### src/rtl/core/sjgj_pkg.sv
`default_nettype none
package sjgj_pkg;

   localparam int ANGLE_FRAC_BITS = 12;
   localparam int OUT_FRAC_BITS   = 14;
   localparam int CORDIC_STEPS    = 16;

   localparam int ANG_W     = 16;
   localparam int OUT_W     = 18;
   localparam int COL_W     = 3;
   localparam int JOINTS    = 6;
   localparam int ROWS      = 3;
   localparam int LINK_W    = 3;
   localparam int WF        = 28;
   localparam int TF        = 30;
   localparam int GW        = 32;
   localparam int XW        = 34;
   localparam int PW        = 2 * GW;
   localparam int MW        = 2 * GW + 1;
   localparam int SW        = 2 * GW + 2;
   localparam int ANG_SHIFT = TF - ANGLE_FRAC_BITS;
   localparam int AW        = (ANG_W + ANG_SHIFT + 2 > 36) ? ANG_W + ANG_SHIFT + 2 : 36;
   localparam int SPC       = 2;
   localparam int STEP_W    = $clog2(CORDIC_STEPS + SPC + 1);
   localparam int ATAN_IW   = 5;
   localparam int OUT_SH    = WF - OUT_FRAC_BITS;

   typedef logic signed [GW-1:0]    geo_type;
   typedef logic signed [SW-1:0]    wide_type;
   typedef logic signed [OUT_W-1:0] out_type;

   typedef struct packed {
      logic              load;
      logic              mul;
      logic              upd;
      logic [LINK_W-1:0] joint;
   } chain_step_type;

   localparam logic [COL_W-1:0]  LAST_COL  = COL_W'(JOINTS - 1);
   localparam logic [LINK_W-1:0] TOOL_LINK = LINK_W'(JOINTS);

   localparam logic [1:0] AXIS_X = 2'd0;
   localparam logic [1:0] AXIS_Y = 2'd1;
   localparam logic [1:0] AXIS_Z = 2'd2;

   localparam logic signed [AW-1:0] TWO_PI  = AW'(64'sd6746518852);
   localparam logic signed [AW-1:0] PI      = AW'(64'sd3373259426);
   localparam logic signed [AW-1:0] HALF_PI = AW'(64'sd1686629713);
   localparam logic signed [XW-1:0] CORDIC_GAIN = XW'(64'sd652032874);

   localparam geo_type  ONE_GEO   = geo_type'(64'sd1 <<< WF);
   localparam wide_type RND_HALF  = wide_type'(1) <<< (WF - 1);
   localparam logic signed [GW:0] OUT_MAX = (GW+1)'(2 ** (OUT_W - 1) - 1);
   localparam logic signed [GW:0] OUT_MIN = (GW+1)'(-(2 ** (OUT_W - 1)));
   localparam logic signed [GW:0] OUT_HALF = (GW+1)'(1 <<< (OUT_SH - 1));

   localparam geo_type BASE_OFF [ROWS] = '{-32'sd7247757, 32'sd29527900, 32'sd135559905};

   localparam logic [31:0] ATAN_TAB [32] = '{
      32'h3243F6A8, 32'h1DAC6705, 32'h0FADBAFC, 32'h07F56EA6, 32'h03FEAB76, 32'h01FFD55B,
      32'h00FFFAAA, 32'h007FFF55, 32'h003FFFEA, 32'h001FFFFD, 32'h000FFFFF, 32'h0007FFFF,
      32'h0003FFFF, 32'h0001FFFF, 32'h0000FFFF, 32'h00007FFF, 32'h00003FFF, 32'h00001FFF,
      32'h00000FFF, 32'h000007FF, 32'h000003FF, 32'h000001FF, 32'h000000FF, 32'h0000007F,
      32'h0000003F, 32'h0000001F, 32'h0000000F, 32'h00000008, 32'h00000004, 32'h00000002,
      32'h00000001, 32'h00000000
   };

   function automatic logic signed [AW-1:0] atan_q30(input logic [ATAN_IW-1:0] i);
      return AW'({1'b0, ATAN_TAB[i]});
   endfunction

   function automatic logic [1:0] joint_axis(input logic [LINK_W-1:0] k);
      logic [1:0] a;
      case (k)
         3'd0:    a = AXIS_Y;
         3'd1:    a = AXIS_X;
         3'd2:    a = AXIS_Z;
         3'd3:    a = AXIS_Y;
         3'd4:    a = AXIS_Y;
         3'd5:    a = AXIS_X;
         default: a = AXIS_X;
      endcase
      return a;
   endfunction

   function automatic logic [1:0] next_axis(input logic [1:0] a);
      logic [1:0] n;
      case (a)
         AXIS_X:  n = AXIS_Y;
         AXIS_Y:  n = AXIS_Z;
         default: n = AXIS_X;
      endcase
      return n;
   endfunction

   // offset applied before each joint turns; the last entry is the tool
   function automatic geo_type link_off(input logic [LINK_W-1:0] k, input logic [1:0] c);
      geo_type o;
      o = '0;
      case (k)
         3'd1: begin
            case (c)
               AXIS_X:  o = 32'sd1073742;
               AXIS_Y:  o = 32'sd29259465;
               default: o = -32'sd10737418;
            endcase
         end
         3'd2: begin
            case (c)
               AXIS_X:  o = '0;
               AXIS_Y:  o = 32'sd150324;
               default: o = -32'sd18790482;
            endcase
         end
         3'd3: begin
            case (c)
               AXIS_X:  o = '0;
               AXIS_Y:  o = 32'sd391916;
               default: o = -32'sd50465866;
            endcase
         end
         3'd4: begin
            case (c)
               AXIS_X:  o = '0;
               AXIS_Y:  o = 32'sd1879048;
               default: o = -32'sd59861107;
            endcase
         end
         3'd6: begin
            case (c)
               AXIS_X:  o = '0;
               AXIS_Y:  o = '0;
               default: o = -32'sd53687091;
            endcase
         end
         default: o = '0;
      endcase
      return o;
   endfunction

   function automatic geo_type rnd_geo(input wide_type v);
      wide_type t;
      t = (v + RND_HALF) >>> WF;
      return t[GW-1:0];
   endfunction

   function automatic out_type enc_out(input geo_type v);
      logic signed [GW:0] t;
      out_type            r;
      t = ((GW+1)'(v) + OUT_HALF) >>> OUT_SH;
      if (t > OUT_MAX) begin
         t = OUT_MAX;
      end else if (t < OUT_MIN) begin
         t = OUT_MIN;
      end
      r = t[OUT_W-1:0];
      return r;
   endfunction

endpackage
`default_nettype wire

### src/rtl/core/sjgj_cordic_lane.sv
`default_nettype none
module sjgj_cordic_lane (
   input  logic                            clock,
   input  logic                            reset,
   input  logic                            load,
   input  logic                            take,
   input  logic signed [sjgj_pkg::ANG_W-1:0] angle,
   output logic                            idle,
   output logic                            done,
   output sjgj_pkg::geo_type               sn,
   output sjgj_pkg::geo_type               cs
);
   import sjgj_pkg::*;

   typedef enum logic [2:0] {L_IDLE, L_WRAP, L_PIW, L_FOLD, L_ROT, L_DONE} lane_state_type;

   lane_state_type          state_ff, state_in;
   logic signed [AW-1:0]    a_ff, a_in;
   logic signed [XW-1:0]    x_ff, x_in, y_ff, y_in;
   logic                    flip_ff, flip_in;
   logic [STEP_W-1:0]       step_ff, step_in;
   logic signed [XW-1:0]    xs, ys, xr, yr;

   always_comb begin
      logic signed [AW-1:0]  at;
      logic signed [XW-1:0]  xt, yt, tt;
      logic [ATAN_IW-1:0]    i;
      state_in = state_ff;
      a_in     = a_ff;
      x_in     = x_ff;
      y_in     = y_ff;
      flip_in  = flip_ff;
      step_in  = step_ff;
      at       = a_ff;
      xt       = x_ff;
      yt       = y_ff;
      tt       = '0;
      i        = '0;
      case (state_ff)
         L_IDLE: begin
            if (load) begin
               a_in     = AW'(angle) <<< ANG_SHIFT;
               state_in = L_WRAP;
            end
         end
         L_WRAP: begin
            if (a_ff >= TWO_PI) begin
               a_in = a_ff - TWO_PI;
            end else if (a_ff <= -TWO_PI) begin
               a_in = a_ff + TWO_PI;
            end else begin
               state_in = L_PIW;
            end
         end
         L_PIW: begin
            if (a_ff > PI) begin
               a_in = a_ff - TWO_PI;
            end else if (a_ff < -PI) begin
               a_in = a_ff + TWO_PI;
            end
            state_in = L_FOLD;
         end
         L_FOLD: begin
            flip_in = 1'b0;
            if (a_ff > HALF_PI) begin
               a_in    = a_ff - PI;
               flip_in = 1'b1;
            end else if (a_ff < -HALF_PI) begin
               a_in    = a_ff + PI;
               flip_in = 1'b1;
            end
            x_in     = CORDIC_GAIN;
            y_in     = '0;
            step_in  = '0;
            state_in = L_ROT;
         end
         L_ROT: begin
            for (int j = 0; j < SPC; j++) begin
               i = ATAN_IW'(step_ff) + ATAN_IW'(j);
               if (int'(step_ff) + j < CORDIC_STEPS) begin
                  if (!at[AW-1]) begin
                     tt = xt - (yt >>> i);
                     yt = yt + (xt >>> i);
                     at = at - atan_q30(i);
                  end else begin
                     tt = xt + (yt >>> i);
                     yt = yt - (xt >>> i);
                     at = at + atan_q30(i);
                  end
                  xt = tt;
               end
            end
            x_in    = xt;
            y_in    = yt;
            a_in    = at;
            step_in = step_ff + STEP_W'(SPC);
            if (int'(step_ff) + SPC >= CORDIC_STEPS) begin
               state_in = L_DONE;
            end
         end
         L_DONE: begin
            if (take) begin
               state_in = L_IDLE;
            end
         end
         default: state_in = L_IDLE;
      endcase
   end

   always_ff @(posedge clock) begin
      if (reset) begin
         state_ff <= L_IDLE;
      end else begin
         state_ff <= state_in;
      end
      a_ff    <= a_in;
      x_ff    <= x_in;
      y_ff    <= y_in;
      flip_ff <= flip_in;
      step_ff <= step_in;
   end

   assign xs = flip_ff ? -x_ff : x_ff;
   assign ys = flip_ff ? -y_ff : y_ff;
   assign xr = (xs + XW'(1 <<< (TF - WF - 1))) >>> (TF - WF);
   assign yr = (ys + XW'(1 <<< (TF - WF - 1))) >>> (TF - WF);
   assign cs = xr[GW-1:0];
   assign sn = yr[GW-1:0];
   assign idle = (state_ff == L_IDLE);
   assign done = (state_ff == L_DONE);

endmodule
`default_nettype wire

### config.mk
export PLATFORM = sky130hd
export DESIGN_NAME = sjgj_cordic_lane
export DESIGN_NICKNAME = d
export VERILOG_FILES = /design/src/rtl/core/sjgj_pkg.sv /design/src/rtl/core/sjgj_cordic_lane.sv
export SDC_FILE = /design/constraint.sdc
export NUM_CORES = 2
export LEC_CHECK = 0
export ABC_CLOCK_PERIOD_IN_PS = 38300
export BUFFER_PORTS_ARGS = -buffer_cell sky130_fd_sc_hd__buf_2
export CAP_MARGIN = 20
export CORE_MARGIN = 8
export CORE_UTILIZATION = 40
export DETAILED_ROUTE_END_ITERATION = 8
export SLEW_MARGIN = 20
export SYNTH_ARGS = -nofsm -noshare
export SYNTH_HDL_FRONTEND = slang
export SYNTH_SLANG_ARGS = --single-unit
### constraint.sdc
create_clock -name clock -period 38.3 [get_ports clock]
set_input_delay 1.915 -clock clock [delete_from_list [all_inputs] [get_ports clock]]
set_output_delay 1.915 -clock clock [all_outputs]
set_load 0.01 [all_outputs]
* Yosys cells after proc, flatten, opt, wreduce, memory -nomap -nowiden
Memories as Yosys holds them, arrays and structs flattened. Cells that the tools add are included.
Word-level totals: memory bits (read-only) 2048, bits of input ports 20, memories kept 2, word-level logic and storage cells 106, flip-flop bits (word level) 113, output and inout bits 66
Memory list:
- (no name shown) | depth 32, bits a word 32, rd ports 1, clocked after Yosys merged registers in 0, write ports 0, line sjgj_pkg.sv:69 | return AW'({1'b0, ATAN_TAB[i]});
- (no name shown) | depth 32, bits a word 32, rd ports 1, clocked after Yosys merged registers in 0, write ports 0, line sjgj_pkg.sv:69
Cells by class: shifts and indexed selects 4, reductions and logical operators 5, muxes and demuxes 39, eq/ne operators 13, bitwise operators 2, magnitude comparators 11, add/subtract/negate cells 24
Operator list (number):
- 36-bit 2-to-1 mux | 12
- 34-bit 2-to-1 mux | 12
- 36-bit case mux with 5 select lines | 1
- 34-bit adder | 4
- 34-bit case mux with 2 select lines | 2
- 34-bit by 5-bit >>> shifter with 34-bit output | 4
- 34-bit subtractor | 4
- 32-bit 2-to-1 mux | 4
- 36-bit by 33-bit adder with 36-bit output | 2
- 36-bit by 33-bit subtractor with 36-bit output | 2
- 34-bit by 3-bit adder with 34-bit output (second input constant) | 2
- 34-bit negation | 2
- 36-bit by 33-bit adder with 36-bit output (second input constant) | 1
- 36-bit by 34-bit adder with 36-bit output (second input constant) | 1
- 36-bit by 34-bit greater-or-equal comparator with 1-bit output (second input constant) | 1
- 36-bit by 32-bit greater-than comparator with 1-bit output (second input constant) | 1
- 36-bit by 33-bit greater-than comparator with 1-bit output (second input constant) | 1
- 36-bit by 34-bit <= comparator with 1-bit output (second input constant) | 1
- 36-bit by 32-bit < comparator with 1-bit output (second input constant) | 1
- 36-bit by 33-bit < comparator with 1-bit output (second input constant) | 1
- 36-bit by 33-bit subtractor with 36-bit output (second input constant) | 1
- 36-bit by 34-bit subtractor with 36-bit output (second input constant) | 1
- 3-bit case mux with 6 select lines | 1
- 3-bit 2-to-1 mux | 5
- 20 further kinds | 31

* Depth between registers and ports, before layout
word-level depth 12, depth in mapped cells 86, mapped depth without buffers 70

* Worst setup path before layout
OpenSTA, ideal clock, no wires.
path type register to register, from reg step_ff[4], to reg y_ff[33], data pin, stages on the path, launching flop included 81, data arrival time 17547 ps, data required time 38036 ps, slack 20489 ps, setup time 264 ps, cells stage by stage edfxtp_1 clkbuf_1 buf_2 buf_2 buf_2 buf_2 buf_2 buf_2 clkbuf_1 buf_2 buf_2 clkbuf_1 clkbuf_1 buf_1 clkbuf_1 clkbuf_1 buf_1 clkbuf_1 [45 not listed] nand4_1 or2_2 a2111o_1 nor2_1 a21oi_1 xor2_1 ha_1 or2_2 a21oi_1 a31oi_1 a21oi_1 o21ai_0 a2111oi_0 nor3_1 xor2_1 nor4_1 a311oi_1 nand3_1
Between the ends: cells in the longest elaborated chain, start to end 11, elaborated cells on any way between the ends 31, those cells by class 10 x add/sub; 2 x order compare; 3 x shift; 14 x mux; 1 x bitwise; 1 x memory
Ends and longest elaborated chain:
- start: declaration | line sjgj_cordic_lane.sv:21 | logic [STEP_W-1:0] step_ff, step_in;
- start signal: assignment | line sjgj_cordic_lane.sv:120 | step_ff <= step_in;
- parallel branches: the longest is 9 deep, another holds 34-bit subtractor
- 34-bit 2-to-1 mux * | line sjgj_cordic_lane.sv:80 | if (int'(step_ff) + j < CORDIC_STEPS) begin
- 34-bit case mux with 2 select lines * | line sjgj_cordic_lane.sv:39 | case (state_ff)
- end signal: assignment | line sjgj_cordic_lane.sv:118 | y_ff <= y_in;
- end: declaration | line sjgj_cordic_lane.sv:19 | logic signed [XW-1:0] x_ff, x_in, y_ff, y_in;
Every way passes the cells marked *. The select of a mux whose other input is x is not followed. A chain may end at the register's enable or synchronous reset.

* Worst setup path in the final report
from reg step_ff[1], to reg y_ff[33], data pin
Same word-level chain as after synthesis.

==> run_results.csv <==
group,metric,value,unit
drt,wl_per_cell,26.26,um
global_route,busiest_layer,"met2",
timing,rsz0062_at_grt,"false",
logic_synthesis,netlist_area,0.03273,mm2
finish,layout-drive-gt1-share,0.08439,
cts,hold_buffers,0,
critical_path,worst_path_largest_cell_delay,0.80,ns
cts,cts_sinks,112,
logic_synthesis,synth_seq_cells,112,
logic_synthesis,ys_async_sr_fraction,0,
die,ios,86,
die,rows,105,
logic_synthesis,synth-edff-count,109,
flow_run,maxCapViolations,0,
finish,final_nets,4766,
outcome,outcome,"finished, final reports clean",
die,die_w,302.0,um
critical_path,crit_fanout,69,
critical_path,cp_slowest_cell,"buf_4",
finish,syn_to_final_growth,4.377,%
cts,htree_levels,3,
timing,finalSetupViolCount,0,
cts,cts_setup_buffers,0,
global_route,grt_usage,0.3098,
logic_synthesis,synth_seq_area_share,0.1018,
placement,hpwlAfterDp,112600,um
power_and_ir_drop,ir_drop,0.04587,mV
timing,setup_tns,0,ns
timing,tightest_slew,1.219,ns
die,start_util,0.4012,
die,die_area,0.09123,mm2
cts,cts_tree,"done",
placement,io_buffers,85,
timing,post-route-min-period,19.11,ns
critical_path,crit_family,"simple AND/OR/NAND/NOR gates",
drt,drc,0,
cts,clockRootBuffer,"clkbuf_16",
critical_path,worstSetupPathType,"reg -> reg",
global_route,grt_pass1_vias,34430,
drt,routed_wirelength,146700,um
cts,cts_buffer_depth,2,
placement,pre_cts_ws,19.86,ns
global_route,grt_max_degree,133,
placement,place_area,0.03383,mm2
timing,slew_headroom,0.1801,
logic_synthesis,synthMostInstantiatedCell,"nand2_1",
logic_synthesis,yosys.area.top_type,"edfxtp_1",
power_and_ir_drop,powerDensity,101.1,mW/mm2
timing,drv_slew,0,
global_route,grt_pass1_wl,218200,um
drt,drt_iter0_markers,4849,
drt,num_vias,36510,
cts,clkTransAtPathRegs,0.10,ns
critical_path,critPathArrivalTime,19.28,ns
global_route,antenna_found_initial,5,
global_route,grt_use_met1,0.3916,
timing,fin_worst_skew,0.02075,ns
global_route,grt.overflow.total,0,
critical_path,start_kind,"flop",
logic_synthesis,syn_inst,4668,
die,die_y,302.0,um
min_path,min_path_type,"reg -> reg",
finish,fin_area,0.03416,mm2
finish,fillers,8635,
logic_synthesis,synth_fp_nets,4924,
logic_synthesis,ys.warnings.count,0,
timing,setup_ws,19.19,ns
finish,seq_area,0.003333,mm2
critical_path,endpoint_kind,"flop",
power_and_ir_drop,power_leakage,0.01331,uW
drt,vias_per_cell,6.534,
logic_synthesis,postSynthAreaPerCell,7.011,um2
timing,finalCritPeriodShare,0.4989,
die,coreArea,0.08158,mm2
placement,gp_congestion,1.093,
critical_path,cp.required,38.47,ns
drt,first_pass_iters,7,
logic_synthesis,synthTopCellsByCount,"nand2_1 (503), nor2_1 (469), a21oi_1 (385)",
logic_synthesis,yosys.area.top_type_share,0.1000,
timing,timing.fmax,52.33,MHz
global_route,grtUsageMet2,0.4975,
global_route,use_met3,0.05157,
cts,cts_inserted_buffers,9,
timing,hold_viol_final,0,
logic_synthesis,synth.distinct_cells,104,
critical_path,crit_top_cell,"a21oi_1",
logic_synthesis,synth.area.top_cells,"edfxtp_1 (10%), ha_1 (8.8%), xnor2_1 (6.7%), a21oi_1 (5.9%), nand2_1 (5.8%)",
finish,multi_input_area,0.02740,mm2
cts,ctsResizeCount,0,
critical_path,path_buf_inv,3,
cts,clock_latency,0.42,ns
logic_synthesis,ys.flop_type,"edfxtp_1",
drt,ant_nets,0,
[layout by cell type, fill, tap and decap left out, types with 30 or more instances in the layout]
| cell | n |
|---|---|
| o21a_1 | 37 |
| buf_2 | 86 |
| nand2_1 | 500 |
| a211oi_1 | 53 |
| and3_1 | 51 |
| buf_4 | 80 |
| o31ai_1 | 70 |
| mux4_2 | 46 |
| inv_1 | 171 |
| a31oi_1 | 69 |
| or3_1 | 41 |
| mux2_2 | 61 |
| o21ai_0 | 361 |
| a21boi_0 | 41 |
| xnor2_1 | 252 |
| nand3_1 | 93 |
| edfxtp_1 | 109 |
| nor3_1 | 126 |
| o22ai_1 | 30 |
| nand2b_1 | 48 |
| nor2b_1 | 50 |
| xor2_1 | 194 |
| o211ai_1 | 51 |
| nor2_1 | 466 |
| a21o_1 | 76 |
| ha_1 | 230 |
| mux2i_1 | 118 |
| a21oi_1 | 384 |
| nor4_1 | 42 |
| and2_1 | 50 |
| or2_2 | 35 |
[state kept, by name, indices dropped and copies added (netlist names)]
| register | cells |
|---|---|
| a_ff | 36 |
| x_ff | 34 |
| y_ff | 34 |
| step_ff | 4 |
| state_ff | 3 |
| flip_ff | 1 |
[cell families after synthesis]
family | share of synthesized area
and+or+nand+nor | 0.2377
AOI/OAI and AO/OA | 0.2948
buffers and inverters | 0.06258
xor gates and xnor gates | 0.1210
adders and majority gates | 0.09160
muxes | 0.09045
DFF | 0.1018
[power breakdown]
part	switching (uW)	internal (uW)
combinational	1860	1220
clock	59.2	51.5
sequential	95.1	171
total	2010	1440
[per-stage QoR]
| stage | hold WS (ns) | utilization | instances | power [uW] |
|---|---|---|---|---|
| 2_1_floorplan | 0.5899 | - | 4668 | 2525 |
| 3_3_place_gp | 0.7202 | 0.4145 | 5567 | 3250 |
| 3_5_place_dp | 0.7186 | 0.4146 | 5568 | 3250 |
| 4_1_cts | 0.7426 | 0.4183 | 5584 | 3386 |
| 5_1_grt | 0.7981 | 0.4186 | 5585 | 3763 |
| 6_report | 0.7280 | 0.4187 | 5588 | 3452 |
[worst paths after layout]
path	endpoint	slack, ns	start	cells past startpoint
min	y_ff[0]	0.73	y_ff[0]	2
min reg2reg	y_ff[0]	0.73	y_ff[0]	2
max	y_ff[33]	19.19	step_ff[1]	66
max reg2reg	y_ff[33]	19.19	step_ff[1]	66
[routing by layer]
layer	part of all wire	vias up
li1	-	16850
met1	0.40	17260
met2	0.44	1915
met3	0.093	480
met4	0.067	2
met5	0.000089	-
[area by class of cell]
| cell class | count | share of cell area |
|---|---|---|
| inverter | 176 | 0.01949 |
| clock buffer | 10 | 0.006703 |
| antenna | 3 | 0.0002198 |
| sequential | 112 | 0.09757 |
| tap | 1070 | 0.03919 |
| clock inverter | 6 | 0.002051 |
| multi-input combinational | 4041 | 0.8020 |
| timing repair buffer | 170 | 0.03274 |
[tightest hold or removal path, cell delays in order, from the launching register on]
cell and delay (ns):
edfxtp_1 0.44, a21oi_1 0.09, nor2_1 0.08
Note: power is estimated with default switching activity, not from simulation.
